`config.mk`:
```
export PLATFORM = sky130hd
export DESIGN_NAME = ptc_front
export DESIGN_NICKNAME = d
export VERILOG_FILES = /design/src/rtl/core/ptc_pkg.sv /design/src/rtl/core/ptc_front.sv
export SDC_FILE = /design/constraint.sdc
export NUM_CORES = 2
export LEC_CHECK = 0
export ABC_AREA = 1
export BUFFER_PORTS_ARGS = -buffer_cell sky130_fd_sc_hd__buf_2
export CORE_MARGIN = 2
export CORE_UTILIZATION = 36
export DETAILED_ROUTE_END_ITERATION = 10
export PLACE_DENSITY = 0.56
export SLEW_MARGIN = 15
export SYNTH_ARGS = -nofsm -noshare
export SYNTH_HDL_FRONTEND = slang
export SYNTH_SLANG_ARGS = --single-unit
```
`constraint.sdc`:
```
create_clock -name aclk -period 9 [get_ports aclk]
set_input_delay 0.9 -clock aclk [delete_from_list [all_inputs] [get_ports aclk]]
set_output_delay 0.9 -clock aclk [all_outputs]
set_load 0.02 [all_outputs]
```
`src/rtl/core/ptc_pkg.sv`:
```
// Shared types, constants and arithmetic helpers for the compensation unit.
package ptc_pkg;

    // Configuration register indexes
    typedef enum logic [1:0] {
        CFG_CAL_TEMPERATURE   = 2'd0,
        CFG_CAL_PRESSURE_LOW  = 2'd1,
        CFG_CAL_PRESSURE_HIGH = 2'd2,
        CFG_CAL_PRESSURE_NINE = 2'd3
    } ptc_cfg_e;

    localparam int QUEUE_DEPTH = 4;
    localparam int DIV_STEPS   = 64;
    localparam int POST_STAGES = 8;

    localparam logic signed [24:0] FINE_OFFSET = 25'sd128000;
    localparam logic [20:0]        P_BASE      = 21'h100000;
    localparam logic [11:0]        P_SCALE     = 12'd3125;
    localparam logic [63:0]        P_BIAS      = 64'h0000_8000_0000_0000;
    localparam logic signed [26:0] CENTI_MUL   = 27'sd5;
    localparam logic signed [26:0] CENTI_RND   = 27'sd128;

    // Item handed from the front end to the back end
    typedef struct packed {
        logic [19:0] raw_p;
        logic [23:0] fine;
        logic [23:0] centi;
    } ptc_item_t;

    // Temperature results riding along with the pressure pipeline
    typedef struct packed {
        logic [23:0] fine;
        logic [23:0] centi;
    } ptc_side_t;

    typedef struct packed {
        logic full;
        logic empty;
    } ptc_qstat_t;

    // One stage of the restoring divider
    typedef struct packed {
        logic        vld;
        logic        qneg;
        logic        dzero;
        ptc_side_t   side;
        logic [30:0] md;
        logic [30:0] rem;
        logic [63:0] num;
    } ptc_div_stage_t;

    function automatic logic [63:0] asr64(input logic [63:0] x, input int n);
        logic signed [63:0] sx;
        sx = $signed(x);
        return 64'(sx >>> n);
    endfunction

    function automatic logic [63:0] sext16(input logic [15:0] x);
        return {{48{x[15]}}, x};
    endfunction

    // One quotient bit: shift in the next numerator bit, subtract if it fits
    function automatic ptc_div_stage_t div_step(input ptc_div_stage_t s);
        ptc_div_stage_t r;
        logic [31:0]    cand;
        logic [31:0]    diff;
        r    = s;
        cand = {s.rem, s.num[63]};
        diff = cand - {1'b0, s.md};
        r.num = {s.num[62:0], 1'b0};
        if (cand >= {1'b0, s.md}) begin
            r.rem    = diff[30:0];
            r.num[0] = 1'b1;
        end else begin
            r.rem = cand[30:0];
        end
        return r;
    endfunction

endpackage

```
`src/rtl/core/ptc_front.sv`:
```
// Front end: accept raw samples and compute fine and centi temperature.
module ptc_front (
    input  logic                aclk,
    input  logic                aresetn,
    input  logic [47:0]         cal_t,
    input  logic                in_valid,
    output logic                in_ready,
    input  logic [19:0]         raw_p,
    input  logic [19:0]         raw_t,
    input  ptc_pkg::ptc_qstat_t qstat,
    output logic                push,
    output ptc_pkg::ptc_item_t  push_data
);
    localparam logic signed [26:0] CENTI_MUL_L = ptc_pkg::CENTI_MUL;
    localparam logic signed [26:0] CENTI_RND_L = ptc_pkg::CENTI_RND;

    logic [15:0]        t1;
    logic signed [15:0] t2, t3;
    logic               adv;
    logic [5:1]         vld_reg;

    logic signed [17:0] diff_c;
    logic signed [16:0] dt_c;
    logic signed [33:0] a_sh_c;
    logic signed [37:0] b37_c, b_sh_c;
    logic signed [26:0] f5_c, c_sh_c;

    logic [19:0]        p_reg [1:5];
    logic signed [17:0] diff_reg;
    logic signed [16:0] dt_reg;
    logic signed [33:0] a34_reg, dd_reg;
    logic signed [22:0] a_reg;
    logic signed [37:0] b37_reg;
    logic signed [23:0] fine_reg [4:5];
    logic [23:0]        centi_reg;

    assign t1 = cal_t[15:0];
    assign t2 = $signed(cal_t[31:16]);
    assign t3 = $signed(cal_t[47:32]);

    // Stall only when the last stage holds an item the queue cannot take
    assign adv      = !(vld_reg[5] && qstat.full);
    assign in_ready = adv;
    assign push     = vld_reg[5] && !qstat.full;

    always_comb begin
        diff_c = $signed({1'b0, raw_t[19:3]}) - $signed({1'b0, t1, 1'b0});
        dt_c   = $signed({1'b0, raw_t[19:4]}) - $signed({1'b0, t1});
        a_sh_c = a34_reg >>> 11;
        b37_c  = $signed({1'b0, dd_reg[32:12]}) * t3;
        b_sh_c = b37_reg >>> 14;
        f5_c   = fine_reg[4] * CENTI_MUL_L + CENTI_RND_L;
        c_sh_c = f5_c >>> 8;
    end

    always_ff @(posedge aclk) begin
        if (!aresetn) begin
            vld_reg <= '0;
        end else if (adv) begin
            vld_reg <= {vld_reg[4:1], in_valid};
        end
    end

    always_ff @(posedge aclk) begin
        if (adv) begin
            p_reg[1]    <= raw_p;
            diff_reg    <= diff_c;
            dt_reg      <= dt_c;
            p_reg[2]    <= p_reg[1];
            a34_reg     <= diff_reg * t2;
            dd_reg      <= dt_reg * dt_reg;
            p_reg[3]    <= p_reg[2];
            a_reg       <= a_sh_c[22:0];
            b37_reg     <= b37_c;
            p_reg[4]    <= p_reg[3];
            fine_reg[4] <= {a_reg[22], a_reg} + b_sh_c[23:0];
            p_reg[5]    <= p_reg[4];
            fine_reg[5] <= fine_reg[4];
            centi_reg   <= c_sh_c[23:0];
        end
    end

    assign push_data.raw_p = p_reg[5];
    assign push_data.fine  = fine_reg[5];
    assign push_data.centi = centi_reg;

    a_stall_cause: assert property (@(posedge aclk) disable iff (!aresetn)
        !in_ready |-> (vld_reg[5] && qstat.full))
        else $error("front stalled without a full queue");

endmodule

```
==> flow_metrics.tcl <==
set metrics [dict create \
    startpoint "diff_reg[17]$_DFFE_PN_" \
    cts-root-buf "clkbuf_16" \
    drtIter0Drc 1807 \
    maxSlewViolCount 0 \
    wirelength_um 107000 \
    io_pins 163 \
    synth_nets 6675 \
    area_growth_pct 6.82 \
    grt_overflow 0 \
    netlist_instances 5368 \
    path_clk_slew_ps 60 \
    core_area_mm2 0.127 \
    fin_skew_ps 24.6 \
    worstHoldEndpoint "a_reg[7]$_DFFE_PN_" \
    largest_reg_flops 100 \
    timing.critical_path.buf_inv 5 \
    r2r_end "dd_reg[30]$_DFFE_PN_" \
    num_vias 32738 \
    rows 131 \
    wl_per_cell_um 15.1 \
    yosysTopAreaCell "fa_1" \
    hp-class "reg -> reg" \
    fmax_mhz 147 \
    cp-start-kind "flop" \
    cts.sinks 281 \
    rr_startpoint "diff_reg[17]$_DFFE_PN_" \
    whs_ps 411 \
    grt_max_degree 157 \
    worstPathArrival_ps 7170 \
    track_usage_pct 16.9 \
    synth_area_mm2 0.0461 \
    worstPathMaxFanout 22 \
    synth_common_cells "1545 x inv_1, 1230 x nand2_1, 822 x fa_1" \
    hold_buffers 0 \
    hp-start "a34_reg[18]$_DFFE_PN_" \
    cts_tree "yes" \
    die_area_mm2 0.131 \
    cts_buffer_depth 3 \
    antenna_found_initial 2 \
    cts_buffers 31 \
    worst_path_most_repeated_cell "fa_1" \
    design_area_mm2 0.0492 \
    status "finished clean" \
    r2r_cells 21 \
    vias_per_cell 4.64 \
    drc_errors 0 \
    ys.flop_type "edfxtp_1" \
    rsz0062_at_grt "false" \
    first_pass_iters 5 \
    detail-route-antenna-nets 0 \
    grt_pass1_wl_um 180000 \
    synth_seq_cells 281 \
    syn_area_per_cell_um2 8.58 \
    crit_type "reg -> reg" \
    globalplace.congestion 0.917 \
    synth-edff-count 276 \
    seq_area_frac_synth_pct 18.2 \
    crit_slowest_cell "edfxtp_1" \
    grt_pass1_vias 34913 \
    slew_headroom_pct 35.1 \
    path_delay_family "adder cells" \
    synthArstFlopShare_pct 0 \
    initial_utilization_pct 36.2 \
    finalCritPeriodShare_pct 75.7 \
    fin_setup_tns_ps 0 \
    hold_depth 0 \
    dpl_cell_area_mm2 0.0482 \
    synth_warnings 0 \
    ys_types 40 \
    yosys.cell_count.top_type "inv_1" \
    drive_gt1_share_pct 4.81 \
    fin_crit_ps 6820 \
    crit_path_end_kind "flop" \
    r2r_slack_ps 2180 \
    hold_violations 0 \
    yosys-top-cells-area "fa_1 36%, edfxtp_1 18%, inv_1 13%, ha_1 11%, nand2_1 10%" \
    port_buffers 158 \
    crit_chain "buf_4 -> clkinv_1 -> or2_2 -> fa_1 -> inv_1 -> fa_1 -> fa_1 -> fa_1 -> fa_1 -> inv_1 -> fa_1 -> inv_1 -> ha_1 -> nand2_1 -> nand2_1 -> a31oi_1 -> o21ai_0 -> a21oi_1 -> nand2_1 -> nand2_1 -> nand2_1" \
    cpPeakStageDelay_ps 920 \
    yosys.area.top_type_share_pct 35.7 \
    htree_levels 1 \
    cap_violations 0 \
    die_h_um 362 \
    dpl.hpwl_um 88400 \
    cts_setup_buffers 0 \
    nNetsFinal 6685 \
    die_w_um 362 \
    worst_pin_slew_ps 974 \
    setup_viol 0 \
    cts_resized 0 \
    clock_latency_ps 610 \
    cp_data_required_time_ps 9360 \
]
## routing by layer
metal | track usage (%) | routed length, um | vias to the layer above
li1 | - | - | 15726
met1 | 22.9 | 48600 | 16243
met2 | 29.6 | 51600 | 636
met3 | 1.50 | 4110 | 131
met4 | 3.59 | 2400 | 2
met5 | 0 | 13 | -
## layout make-up
class / count / area (um2)
Fill cell: 13011 / 78000
Multi-Input combinational cell: 3330 / 30900
Sequential cell: 281 / 8390
Inverter: 1546 / 5800
Tap cell: 1662 / 2080
Timing Repair Buffer: 188 / 1030
Clock buffer: 36 / 795
Clock inverter: 19 / 211
Antenna cell: 1 / 2.50
## placed cells by master, fill, tap and decap left out, types with 4 or more instances in the layout
| cell type | instances |
|---|---|
| nor3_1 | 31 |
| clkbuf_16 | 31 |
| xnor2_1 | 29 |
| nand4_1 | 22 |
| nand2_2 | 6 |
| xor2_1 | 83 |
| clkinv_2 | 4 |
| ha_1 | 392 |
| nor2_1 | 229 |
| a21boi_0 | 14 |
| and3_1 | 6 |
| a31oi_1 | 14 |
| clkbuf_1 | 5 |
| edfxtp_1 | 276 |
| nor4_1 | 6 |
| o21ai_0 | 83 |
| nand2_1 | 1229 |
| fa_1 | 822 |
| a21oi_1 | 152 |
| a21o_1 | 17 |
| o21bai_1 | 32 |
| o211ai_1 | 7 |
| o21a_1 | 8 |
| clkinv_1 | 4 |
| inv_1 | 1545 |
| dfxtp_1 | 5 |
| nand3_1 | 117 |
| or2_2 | 11 |
| buf_2 | 158 |
| buf_4 | 29 |
## through the flow
step           worst slack (ps)  utilization, %  std cells
2_1_floorplan               747               -       5368
3_3_place_gp               2230            37.9       7007
3_5_place_dp               2170            37.9       7007
4_1_cts                    2200            38.7       7062
5_1_grt                    1780            38.7       7062
6_report                   2180            38.7       7063
## worst max-delay path by stage
| stage | end | slack (ps) | cells past startpoint |
|---|---|---|---|
| final | dd_reg[30]$_DFFE_PN_ | 2180 | 21 |
| after detailed placement | b37_reg[34]$_DFFE_PN_ | 2170 | 21 |
| after floorplan | vld_reg[4]$_SDFFE_PN0N_ | 750 | 4 |
| after global placement | a34_reg[33]$_DFFE_PN_ | 2230 | 23 |
| after global routing | dd_reg[30]$_DFFE_PN_ | 1780 | 19 |
| after CTS | dd_reg[30]$_DFFE_PN_ | 2200 | 21 |
## cells by family (layout without fill, tap and decap cells)
group                      Yosys count  in the layout  synth area share [%]
other                                0              1                     0
buffers and inverters             1757           1789                  14.7
AOI/OAI and AO/OA                  343            343                  4.32
and+or+nand+nor                   1661           1661                  14.2
DFF                                281            281                  18.2
xor gates and xnor gates           112            112                  2.13
adders and majority gates         1214           1214                  46.4
Power is left out: the tool's default activity adds up to more than one toggle a clock period on the data nets, which glitch-free logic cannot reach.
