===== src/rtl/core/ptc_pkg.sv =====
// Shared types, constants and arithmetic helpers for the compensation unit.
package ptc_pkg;

    // Configuration register indexes
    typedef enum logic [1:0] {
        CFG_CAL_TEMPERATURE   = 2'd0,
        CFG_CAL_PRESSURE_LOW  = 2'd1,
        CFG_CAL_PRESSURE_HIGH = 2'd2,
        CFG_CAL_PRESSURE_NINE = 2'd3
    } ptc_cfg_e;

    localparam int QUEUE_DEPTH = 4;
    localparam int DIV_STEPS   = 64;
    localparam int POST_STAGES = 8;

    localparam logic signed [24:0] FINE_OFFSET = 25'sd128000;
    localparam logic [20:0]        P_BASE      = 21'h100000;
    localparam logic [11:0]        P_SCALE     = 12'd3125;
    localparam logic [63:0]        P_BIAS      = 64'h0000_8000_0000_0000;
    localparam logic signed [26:0] CENTI_MUL   = 27'sd5;
    localparam logic signed [26:0] CENTI_RND   = 27'sd128;

    // Item handed from the front end to the back end
    typedef struct packed {
        logic [19:0] raw_p;
        logic [23:0] fine;
        logic [23:0] centi;
    } ptc_item_t;

    // Temperature results riding along with the pressure pipeline
    typedef struct packed {
        logic [23:0] fine;
        logic [23:0] centi;
    } ptc_side_t;

    typedef struct packed {
        logic full;
        logic empty;
    } ptc_qstat_t;

    // One stage of the restoring divider
    typedef struct packed {
        logic        vld;
        logic        qneg;
        logic        dzero;
        ptc_side_t   side;
        logic [30:0] md;
        logic [30:0] rem;
        logic [63:0] num;
    } ptc_div_stage_t;

    function automatic logic [63:0] asr64(input logic [63:0] x, input int n);
        logic signed [63:0] sx;
        sx = $signed(x);
        return 64'(sx >>> n);
    endfunction

    function automatic logic [63:0] sext16(input logic [15:0] x);
        return {{48{x[15]}}, x};
    endfunction

    // One quotient bit: shift in the next numerator bit, subtract if it fits
    function automatic ptc_div_stage_t div_step(input ptc_div_stage_t s);
        ptc_div_stage_t r;
        logic [31:0]    cand;
        logic [31:0]    diff;
        r    = s;
        cand = {s.rem, s.num[63]};
        diff = cand - {1'b0, s.md};
        r.num = {s.num[62:0], 1'b0};
        if (cand >= {1'b0, s.md}) begin
            r.rem    = diff[30:0];
            r.num[0] = 1'b1;
        end else begin
            r.rem = cand[30:0];
        end
        return r;
    endfunction

endpackage


===== src/rtl/core/ptc_queue.sv =====
// Short FIFO between the temperature front end and the pressure back end.
module ptc_queue #(
    parameter int DEPTH = ptc_pkg::QUEUE_DEPTH
) (
    input  logic               aclk,
    input  logic               aresetn,
    input  logic               push,
    input  ptc_pkg::ptc_item_t push_data,
    input  logic               pop,
    output ptc_pkg::ptc_item_t pop_data,
    output ptc_pkg::ptc_qstat_t qstat
);
    localparam int PW = (DEPTH > 1) ? $clog2(DEPTH) : 1;
    localparam int CW = $clog2(DEPTH + 1);
    localparam logic [PW-1:0] LAST = PW'(DEPTH - 1);
    localparam logic [CW-1:0] FULL = CW'(DEPTH);

    ptc_pkg::ptc_item_t entry_reg [DEPTH];
    logic [PW-1:0] wr_ptr_reg, wr_ptr_next;
    logic [PW-1:0] rd_ptr_reg, rd_ptr_next;
    logic [CW-1:0] count_reg, count_next;

    always_comb begin
        wr_ptr_next = wr_ptr_reg;
        rd_ptr_next = rd_ptr_reg;
        count_next  = count_reg;
        if (push) begin
            wr_ptr_next = (wr_ptr_reg == LAST) ? '0 : wr_ptr_reg + 1'b1;
        end
        if (pop) begin
            rd_ptr_next = (rd_ptr_reg == LAST) ? '0 : rd_ptr_reg + 1'b1;
        end
        if (push && !pop) begin
            count_next = count_reg + 1'b1;
        end else if (pop && !push) begin
            count_next = count_reg - 1'b1;
        end
    end

    always_ff @(posedge aclk) begin
        if (!aresetn) begin
            wr_ptr_reg <= '0;
            rd_ptr_reg <= '0;
            count_reg  <= '0;
        end else begin
            wr_ptr_reg <= wr_ptr_next;
            rd_ptr_reg <= rd_ptr_next;
            count_reg  <= count_next;
        end
    end

    always_ff @(posedge aclk) begin
        if (push) begin
            entry_reg[wr_ptr_reg] <= push_data;
        end
    end

    assign pop_data    = entry_reg[rd_ptr_reg];
    assign qstat.full  = (count_reg == FULL);
    assign qstat.empty = (count_reg == '0);

    a_no_overflow: assert property (@(posedge aclk) disable iff (!aresetn)
        push |-> (count_reg != FULL))
        else $error("queue push while full");
    a_no_underflow: assert property (@(posedge aclk) disable iff (!aresetn)
        pop |-> (count_reg != '0))
        else $error("queue pop while empty");

endmodule


===== config.mk =====
export PLATFORM = sky130hd
export DESIGN_NAME = ptc_queue
export DESIGN_NICKNAME = d
export VERILOG_FILES = /design/src/rtl/core/ptc_pkg.sv /design/src/rtl/core/ptc_queue.sv
export SDC_FILE = /design/constraint.sdc
export NUM_CORES = 1
export LEC_CHECK = 0
export BUFFER_PORTS_ARGS = -buffer_cell sky130_fd_sc_hd__buf_2
export CORE_MARGIN = 4
export CORE_UTILIZATION = 40
export DETAILED_ROUTE_END_ITERATION = 8
export HOLD_SLACK_MARGIN = 0.05
export PLACE_DENSITY_LB_ADDON = 0.3
export SLEW_MARGIN = 20
export SYNTH_ARGS = -nofsm -noshare
export SYNTH_HDL_FRONTEND = slang
export SYNTH_SLANG_ARGS = --single-unit

===== constraint.sdc =====
create_clock -name aclk -period 2.88 [get_ports aclk]
set_input_delay 0.288 -clock aclk [delete_from_list [all_inputs] [get_ports aclk]]
set_output_delay 0.288 -clock aclk [all_outputs]
set_load 0.03 [all_outputs]

==> results of run 1 <==
==> worst register-to-register path, delay by kind of cell, from the launching register on <==
family / cells / cell delay (ns)
DFF: 1 / 0.41
adders and majority gates: 1 / 0.23
buffers and inverters: 1 / 0.36
and+or+nand+nor: 1 / 0.45
==> cell usage after synthesis, types with 2 or more instances <==
master	n	area share (%)
nor3_1	2	0.097
and2_1	5	0.30
mux4_2	68	15
mux2i_1	4	0.39
inv_1	4	0.15
buf_4	4	0.29
buf_2	4	0.19
buf_12	3	0.58
nor2b_1	5	0.30
clkbuf_1	4	0.15
edfxtp_1	272	79
dfxtp_1	9	1.8
ha_1	6	0.73
==> timing repair <==
action                                  CTS  global route
endpoints found under the hold margin   277             0
endpoints found under the setup margin    0             0
hold buffers                             69             0
==> logic make-up after synthesis <==
family / after synthesis / synth area share [%]
AO/OA/AOI/OAI: 3 / 0.1945
XOR/XNOR: 2 / 0.1702
adder cells (fa/ha/maj): 7 / 0.9238
buffers and inverters: 20 / 1.471
flip-flops: 281 / 81.10
multiplexers: 72 / 15.27
AND/OR/NAND/NOR: 15 / 0.8752
==> through the flow <==
step	utilization [%]	setup WS, ns	total power, uW
final	52.04	0.4452	9610
after global routing	52.04	0.2830	10000
after CTS	52.03	0.3674	9730
after detailed placement	45.31	0.9301	5819
after global placement	45.31	0.9587	5785
after floorplan	-	0.3037	5484
==> report_power, final <==
| group | leakage [uW] | internal (uW) | total, uW | switching [uW] |
|---|---|---|---|---|
| Clock | 0.000493 | 2320 | 3830 | 1510 |
| Combinational | 0.00143 | 420 | 1040 | 624 |
| Sequential | 0.00257 | 4680 | 4740 | 59.0 |
==> cell type report <==
| type | count | area, um2 | area share (%) |
|---|---|---|---|
| inverters | 4 | 15.01 | 0.1143 |
| multi-input cells | 99 | 1804 | 13.73 |
| clock buffers | 40 | 839.6 | 6.389 |
| diodes | 1 | 2.502 | 0.01904 |
| repair buffers | 220 | 1546 | 11.77 |
| flip-flops and latches | 281 | 8356 | 63.58 |
| clock inverters | 16 | 165.2 | 1.257 |
| well taps | 330 | 412.9 | 3.142 |
==> worst max path at each step <==
stage	depth (start not counted)	to	start	slack (ns)
finish	3	pop_data[38]	flip-flop	0.45
global route	3	pop_data[65]	flip-flop	0.28
CTS	3	pop_data[20]	flip-flop	0.37
detailed placement	3	pop_data[20]	flip-flop	0.93
global placement	3	pop_data[63]	flip-flop	0.96
floorplan	2	entry_reg[3][0]	wr_ptr_reg[0]	0.30
==> routing by layer <==
metal	global-route usage [%]	wire length [um]	vias to the layer above
met1	18.39	8374	2574
li1	-	-	2189
met4	3.211	291	0
met2	23.18	9787	127
met3	3.381	1200	22
met5	0	0	-
==> impl_metrics.toml, run 1 <==
[run_status]
status = "finished clean"

[yosys]
ys_seq_elements = 281
syn_nets = 479
syn_area_mm2 = 0.01029
ys_types = 23
yosys_warnings = 0
synthFlopType = "edfxtp_1"
synthArstFlopShare_pct = 0
seq_area_frac_synth_pct = 81.10
synth_edf_count = 272
syn_inst = 400
synth.avg_cell_area_um2 = 25.73

[route]
drt_pass1_iterations = 4
drc = 0
wl_um = 19650
antenna_left = 0
wl_per_cell_um = 19.83
first_iter_violations = 289
via_per_inst = 4.957
dr_total_vias = 4912

[finish]
drive_gt1_share_pct = 41.36
largest_register_ffs = 272
fin_area_mm2 = 0.01314
area_growth_pct = 27.67
final_nets = 715
fill_cells = 2026
final_common_cell = "edfxtp_1"
layout_common_cells = "edfxtp_1 (272), buf_2 (141), dlygate4sd3_1 (69), mux4_2 (68), clkbuf_16 (31)"
final-instance-count-excl-fill = 991

[worst_hold_path]
hold_path_class = "input pin to flip-flop"
hold_path_depth = 3
hold_start = "pop"

[critical_path]
end_kind = "primary output"
reg2reg_from = "wr_ptr_reg[0]"
ff2ff_path_depth = 3
r2r_slack_ns = 1.07
cp.required_ns = 2.59
cp_cell_sequence = "buf_4 -> mux4_2 -> buf_2"
worst_ep_arrival_time_ns = 2.15
critPathMaxStageDelay_ns = 0.59
critPathSlowestCell = "mux4_2"
path_class = "flip-flop to primary output"
path_delay_family = "buffers and inverters"
worstReg2RegEnd = "entry_reg[3][22]"
worst-path-max-fanout = 28
critPathLaunchType = "flip-flop"
crit_buf_inv = 2

[clock_network]
cts_root_buf = "clkbuf_16"
path_clk_slew_ns = 0.06
post_cts_buffers = 0
cts_tree = "yes"
cts_sinks = 281
numCtsBuffers = 30
cts_buffer_depth = 3
cts_max_level = 1
clk_latency_ns = 0.53
cts_resized = 0

[placement]
io_buffers = 141
dp_hpwl_um = 11700
dp_cells = 865
placed_area_mm2 = 0.01144
gp_congestion = 0.6887

[floorplanning]
dieArea_mm2 = 0.02837
start_util_pct = 40.76
die_h_um = 168.4
num_rows = 58
ios = 142
core_area_mm2 = 0.02525
die_w_um = 168.4

[timing]
max_slew_margin_pct = 62.25
finalSetupViolCount = 0
min_period_ns = 2.435
timing.final.max_slew_violations = 0
fmax_mhz = 410.7
fin_skew_ns = 0.01671
final_hold_viol_count = 0
hold_ws_ns = 0.1291
post-route-period-util_pct = 84.54
rsz0062_at_grt = "false"
tightest_slew_ns = 0.5663
fin_setup_tns_ns = 0

[grt]
antenna_found_initial = 1
grt_pass1_vias = 5442
grt_pass1_wl_um = 30840
overflow = 0
track_usage_pct = 13.79
grt_max_degree = 42

[power]
ir_drop_uv = 536.0
power.density_mw_per_mm2 = 731.3
leakage_uw = 0.004494

[run]
maxCapViolCount = 0
(Power assumes the default switching activity.)
==> inputs of run 2 (changes only) <==
ABC_AREA = 1   (was unset)
clock period = 2.54 ns   (was 2.88 ns; I/O delays follow)
==> run 2 against run 1 <==
Combinational power rose by 29%; global-route usage grew 1.8 points; sequential cell count unchanged; wire length up 16%; clock skew increased by 0.0040 ns; worst setup slack lost 0.28 ns; die area grew 2.0%; count of clock-buffer cells in the layout fell by 2.
==> impl_metrics.toml, run 2 <==
[timing]
rsz0062_at_grt = "false"
finalSetupViolCount = 0
min_period_ns = 2.374
timing.final.max_slew_violations = 0
post-route-period-util_pct = 93.46
fmax_mhz = 421.2
max_slew_margin_pct = 64.04
fin_setup_tns_ns = 0
fin_skew_ns = 0.02070
final_hold_viol_count = 0
tightest_slew_ns = 0.5388

[finish]
area_growth_pct = 25.74
fin_area_mm2 = 0.01322
final_nets = 1010
drive_gt1_share_pct = 21.14
layout_common_cells = "edfxtp_1 (272), nor2_1 (144), buf_2 (141), o21ai_0 (134), dlygate4sd3_1 (69)"
post-route-util_pct = 50.88
final_common_cell = "edfxtp_1"
final-instance-count-excl-fill = 1287
largest_register_ffs = 272

[critical_path]
worst_ep_arrival_time_ns = 2.12
path_class = "flip-flop to primary output"
critPathLaunchType = "flip-flop"
r2r_slack_ns = 0.71
cp.required_ns = 2.29
ff2ff_path_depth = 5
worstReg2RegEnd = "entry_reg[2][55]"
worst-path-max-fanout = 136
reg2reg_from = "wr_ptr_reg[0]"
end_kind = "primary output"

[yosys]
syn_inst = 716
yosys.cell_count.top_type = "edfxtp_1"
synthArstFlopShare_pct = 0
syn_area_mm2 = 0.01052
synth_edf_count = 272
seq_area_frac_synth_pct = 79.39
ys_types = 22
yosys_warnings = 0
synth_common_cells = "edfxtp_1 (272), nor2_1 (144), o21ai_0 (134)"
netlist_top_cells_area = "edfxtp_1 (78%), o21ai_0 (6.4%), nor2_1 (5.1%), o22ai_1 (4.0%), dfxtp_1 (1.7%)"
ys_seq_elements = 281
syn_nets = 795
yosysTopAreaCell = "edfxtp_1"
synth.avg_cell_area_um2 = 14.69
synthFlopType = "edfxtp_1"
synth_top_area_share_pct = 77.68

[floorplanning]
dieArea_mm2 = 0.02895
die_w_um = 170.1
die_h_um = 170.1
ios = 142
num_rows = 59
start_util_pct = 40.47
core_area_mm2 = 0.02598

[placement]
dp_cells = 1166
dp_hpwl_um = 12530
placed_area_mm2 = 0.01163
gp_congestion = 0.7361
io_buffers = 141

[worst_hold_path]
hold_path_class = "input pin to flip-flop"
hold_start = "pop"
hold_path_depth = 3

[grt]
grt_pass1_wl_um = 36020
grt_pass1_vias = 6677
track_usage_pct = 15.56
antenna_found_initial = 2
grt_max_degree = 137
overflow = 0

[clock_network]
cts_tree = "yes"
numCtsBuffers = 29
clk_latency_ns = 0.53
post_cts_buffers = 0
cts_root_buf = "clkbuf_16"
cts_sinks = 281
path_clk_slew_ns = 0.06
cts_buffer_depth = 3
cts_max_level = 1

[route]
antenna_left = 0
wl_per_cell_um = 17.74
first_iter_violations = 335
dr_total_vias = 6506
via_per_inst = 5.055
drt_pass1_iterations = 4
drc = 0
wl_um = 22830

[run]
maxCapViolCount = 0

[power]
ir_drop_uv = 635.2
finalPower_uw = 10680
leakage_uw = 0.004690
power.density_mw_per_mm2 = 807.8

[run_status]
status = "finished clean"
## run 2: logic make-up after synthesis
| family | Yosys count | synth area share (%) |
|---|---|---|
| xor+xnor | 1 | 0.08331 |
| buf+inv | 59 | 3.094 |
| compound gates | 210 | 10.80 |
| simple gates | 158 | 5.723 |
| flops | 281 | 79.39 |
| fa+ha+maj | 7 | 0.9043 |
## run 2: area by class of cell
type	count	area, um2
clock buffer	38	759.5
timing repair buffer	227	1644
tap	335	419.2
multi-input combinational	376	1842
inverter	16	70.07
fill	2229	12760
sequential	281	8353
antenna	1	2.502
clock inverter	13	131.4
## run 2: routing by layer
metal | wire [um] | GRT usage (%) | share of wire, % | vias up
li1 | - | - | - | 3130
met1 | 9955 | 20.35 | 44 | 3188
met2 | 11370 | 27.08 | 50 | 152
met3 | 1072 | 2.904 | 4.7 | 34
met4 | 418 | 3.750 | 1.8 | 2
met5 | 12 | 0 | 0.053 | -
## run 2: stage by stage
step / worst slack [ns] / hold WS, ns
6_report: 0.1661 / 0.1023
3_5_place_dp: 0.6722 / 0.4733
2_1_floorplan: 0.2073 / 0.3529
4_1_cts: 0.1137 / 0.06696
5_1_grt: 0.02342 / 0.1032
3_3_place_gp: 0.6992 / 0.4685
## run 2: worst max-delay path, stage by stage (launching register included)
cell	delay, ns
dfxtp_4	0.39
buf_16	0.43
o21ai_0	0.22
o22ai_1	0.27
buf_2	0.25
## run 2: worst max-delay path by stage
stage | end | slack, ns | depth (start not counted)
floorplan | entry_reg[3][0] | 0.21 | 3
global placement | entry_reg[0][60] | 0.70 | 5
detailed placement | pop_data[38] | 0.67 | 4
CTS | pop_data[38] | 0.11 | 4
global route | pop_data[38] | 0.02 | 4
finish | pop_data[38] | 0.17 | 4
## run 2: power breakdown
group          internal (uW)  switching, uW  total (uW)
combinational            417            923        1340
sequential              5300           50.3        5350
clock                   2380           1610        3990
## run 2: timing repair
| action | 4_1_cts | 5_1_grt |
|---|---|---|
| endpoints found under the setup margin | 0 | 1 |
| gates resized for setup | 0 | 1 |
| hold buffers | 69 | 0 |
| endpoints found under the hold margin | 279 | 0 |
==> inputs of run 3 (changes only) <==
CORE_MARGIN = 2   (was 4)
SKIP_LAST_GASP = 1   (was unset)
==> run 3 against run 2 <==
Die area fell by 4.6%; wire length fell by 0.54%; sequential cell count did not move; largest power group unchanged; total power rose by 3.9%; critical path type unchanged; register-to-register slack improved by 0.05 ns; non-clock buffer count fell by 1; sequential power barely moved; sequential share of layout area fell by 0.56 points; via count fell by 0.34%; maximum frequency rose by 0.57%.
==> impl_metrics.toml, run 3 (synthesis results as in run 2) <==
[run_status]
status = "finished clean"

[power]
seq_power_share_pct = 48.1
power.density_mw_per_mm2 = 832.2
clockPowerShare_pct = 39.8
ir_drop_uv = 508.4
switching_share_pct = 24.14
switchingPower_uw = 2679
leakage_uw = 0.004740
p_int_uw = 8422
combPwrFrac_pct = 12.1

[grt]
grt_pass1_vias = 6517
antenna_found_initial = 1
track_usage_pct = 16.05
overflow = 0
grt_max_degree = 137
grt_pass1_wl_um = 35360

[critical_path]
worst-path-max-fanout = 62
path_class = "flip-flop to primary output"
cp_cell_sequence = "inv_6 -> buf_12 -> o21ai_0 -> o22ai_1 -> buf_2"
end_kind = "primary output"
worst_ep_arrival_time_ns = 2.11
path_depth = 5
critPathSlowestCell = "dfxtp_4"
critPathMaxStageDelay_ns = 0.36
critPathLaunchType = "flip-flop"
ff2ff_path_depth = 5
crit_buf_inv = 3
cp.required_ns = 2.29
path_delay_family = "buffers and inverters"

[floorplanning]
core_area_mm2 = 0.02591
num_rows = 59
start_util_pct = 40.58
die_w_um = 166.1
die_h_um = 166.1
dieArea_mm2 = 0.02760
ios = 142

[finish]
final_nets = 1009
area_growth_pct = 26.87
final_common_cell = "edfxtp_1"
layout_common_cells = "edfxtp_1 (272), nor2_1 (144), buf_2 (141), o21ai_0 (134), dlygate4sd3_1 (69)"
drive_gt1_share_pct = 21.83
largest_register_ffs = 272

[clock_network]
path_clk_slew_ns = 0.06
cts_root_buf = "clkbuf_16"
cts_tree = "yes"
clk_latency_ns = 0.54
cts_buffer_depth = 3
cts_resized = 0
numCtsBuffers = 29
cts_sinks = 281
cts_max_level = 1

[placement]
pre_cts_ws_ns = 0.7241
io_buffers = 141
gp_congestion = 0.7189
dp_hpwl_um = 12370

[timing]
max_slew_margin_pct = 61.08
postLayoutSetupSlackWorst_ns = 0.1796
fin_setup_tns_ns = 0
fmax_mhz = 423.7
rsz0062_at_grt = "false"
hold_ws_ns = 0.07727
post-route-period-util_pct = 92.93
finalSetupViolCount = 0
tightest_slew_ns = 0.5838
timing.final.max_slew_violations = 0
final_hold_viol_count = 0
min_period_ns = 2.360
fin_skew_ns = 0.01192

[route]
via_per_inst = 5.030
drc = 0
wl_um = 22700
first_iter_violations = 395
wl_per_cell_um = 17.61
drt_pass1_iterations = 5
antenna_left = 0
dr_total_vias = 6484

[worst_hold_path]
hold_path_class = "input pin to flip-flop"
hold_path_depth = 4

[run]
maxCapViolCount = 0
run 3: worst reg2reg max path, stage by stage (launching register included):
cell and delay (ns):
dfxtp_1 0.36, inv_1 0.09, ha_1 0.18, nand2_1 0.08
clkinv_2 0.42, buf_12 0.37
run 3: stage by stage:
stage	util [%]	total power (uW)	std cells	cell area, um2
floorplan	-	6260	716	10520
global placement	44.95	6701	1165	11650
detailed placement	44.95	6716	1165	11650
CTS	51.48	11210	1288	13340
global route	51.48	11490	1289	13340
finish	51.48	11100	1289	13340
run 3: per-layer routing:
layer / part of all wire, % / global-route usage (%) / up-vias / wire (um)
met1: 44 / 21.45 / 3152 / 10000
met3: 6.2 / 3.313 / 33 / 1415
met2: 48 / 27.12 / 175 / 10920
met5: 0 / 0 / - / 0
li1: - / - / 3124 / -
met4: 1.6 / 3.932 / 0 / 361
run 3: area by class of cell:
type / instances / area [um2]
inverter: 16 / 70.07
antenna: 1 / 2.502
timing repair buffer: 226 / 1654
tap: 335 / 419.2
clock buffer: 36 / 752.0
clock inverter: 18 / 247.7
multi-input combinational: 376 / 1842
fill: 2184 / 12570
sequential: 281 / 8353
run 3: path summary, 6_finish.rpt:
check                                  endpoint  slack (ns)           from
worst max-delay path               pop_data[24]        0.18      flip-flop
worst min-delay path                  flip-flop        0.08            pop
worst max register to register  entry_reg[1][5]        0.76  wr_ptr_reg[1]
worst min register to register     count_reg[2]        0.55   count_reg[2]
run 3: power groups by stage:
stage,Clock [uW],Sequential (uW),Combinational (uW)
after floorplan,0,5440,817
after global placement,0,5440,1260
after detailed placement,0,5440,1270
after CTS,4500,5350,1360
after global routing,4670,5360,1460
final,4410,5340,1340
run 3: timing repair:
item	4_1_cts	5_1_grt
endpoints found under the hold margin	281	0
buffers inserted	0	0
hold buffers	69	0
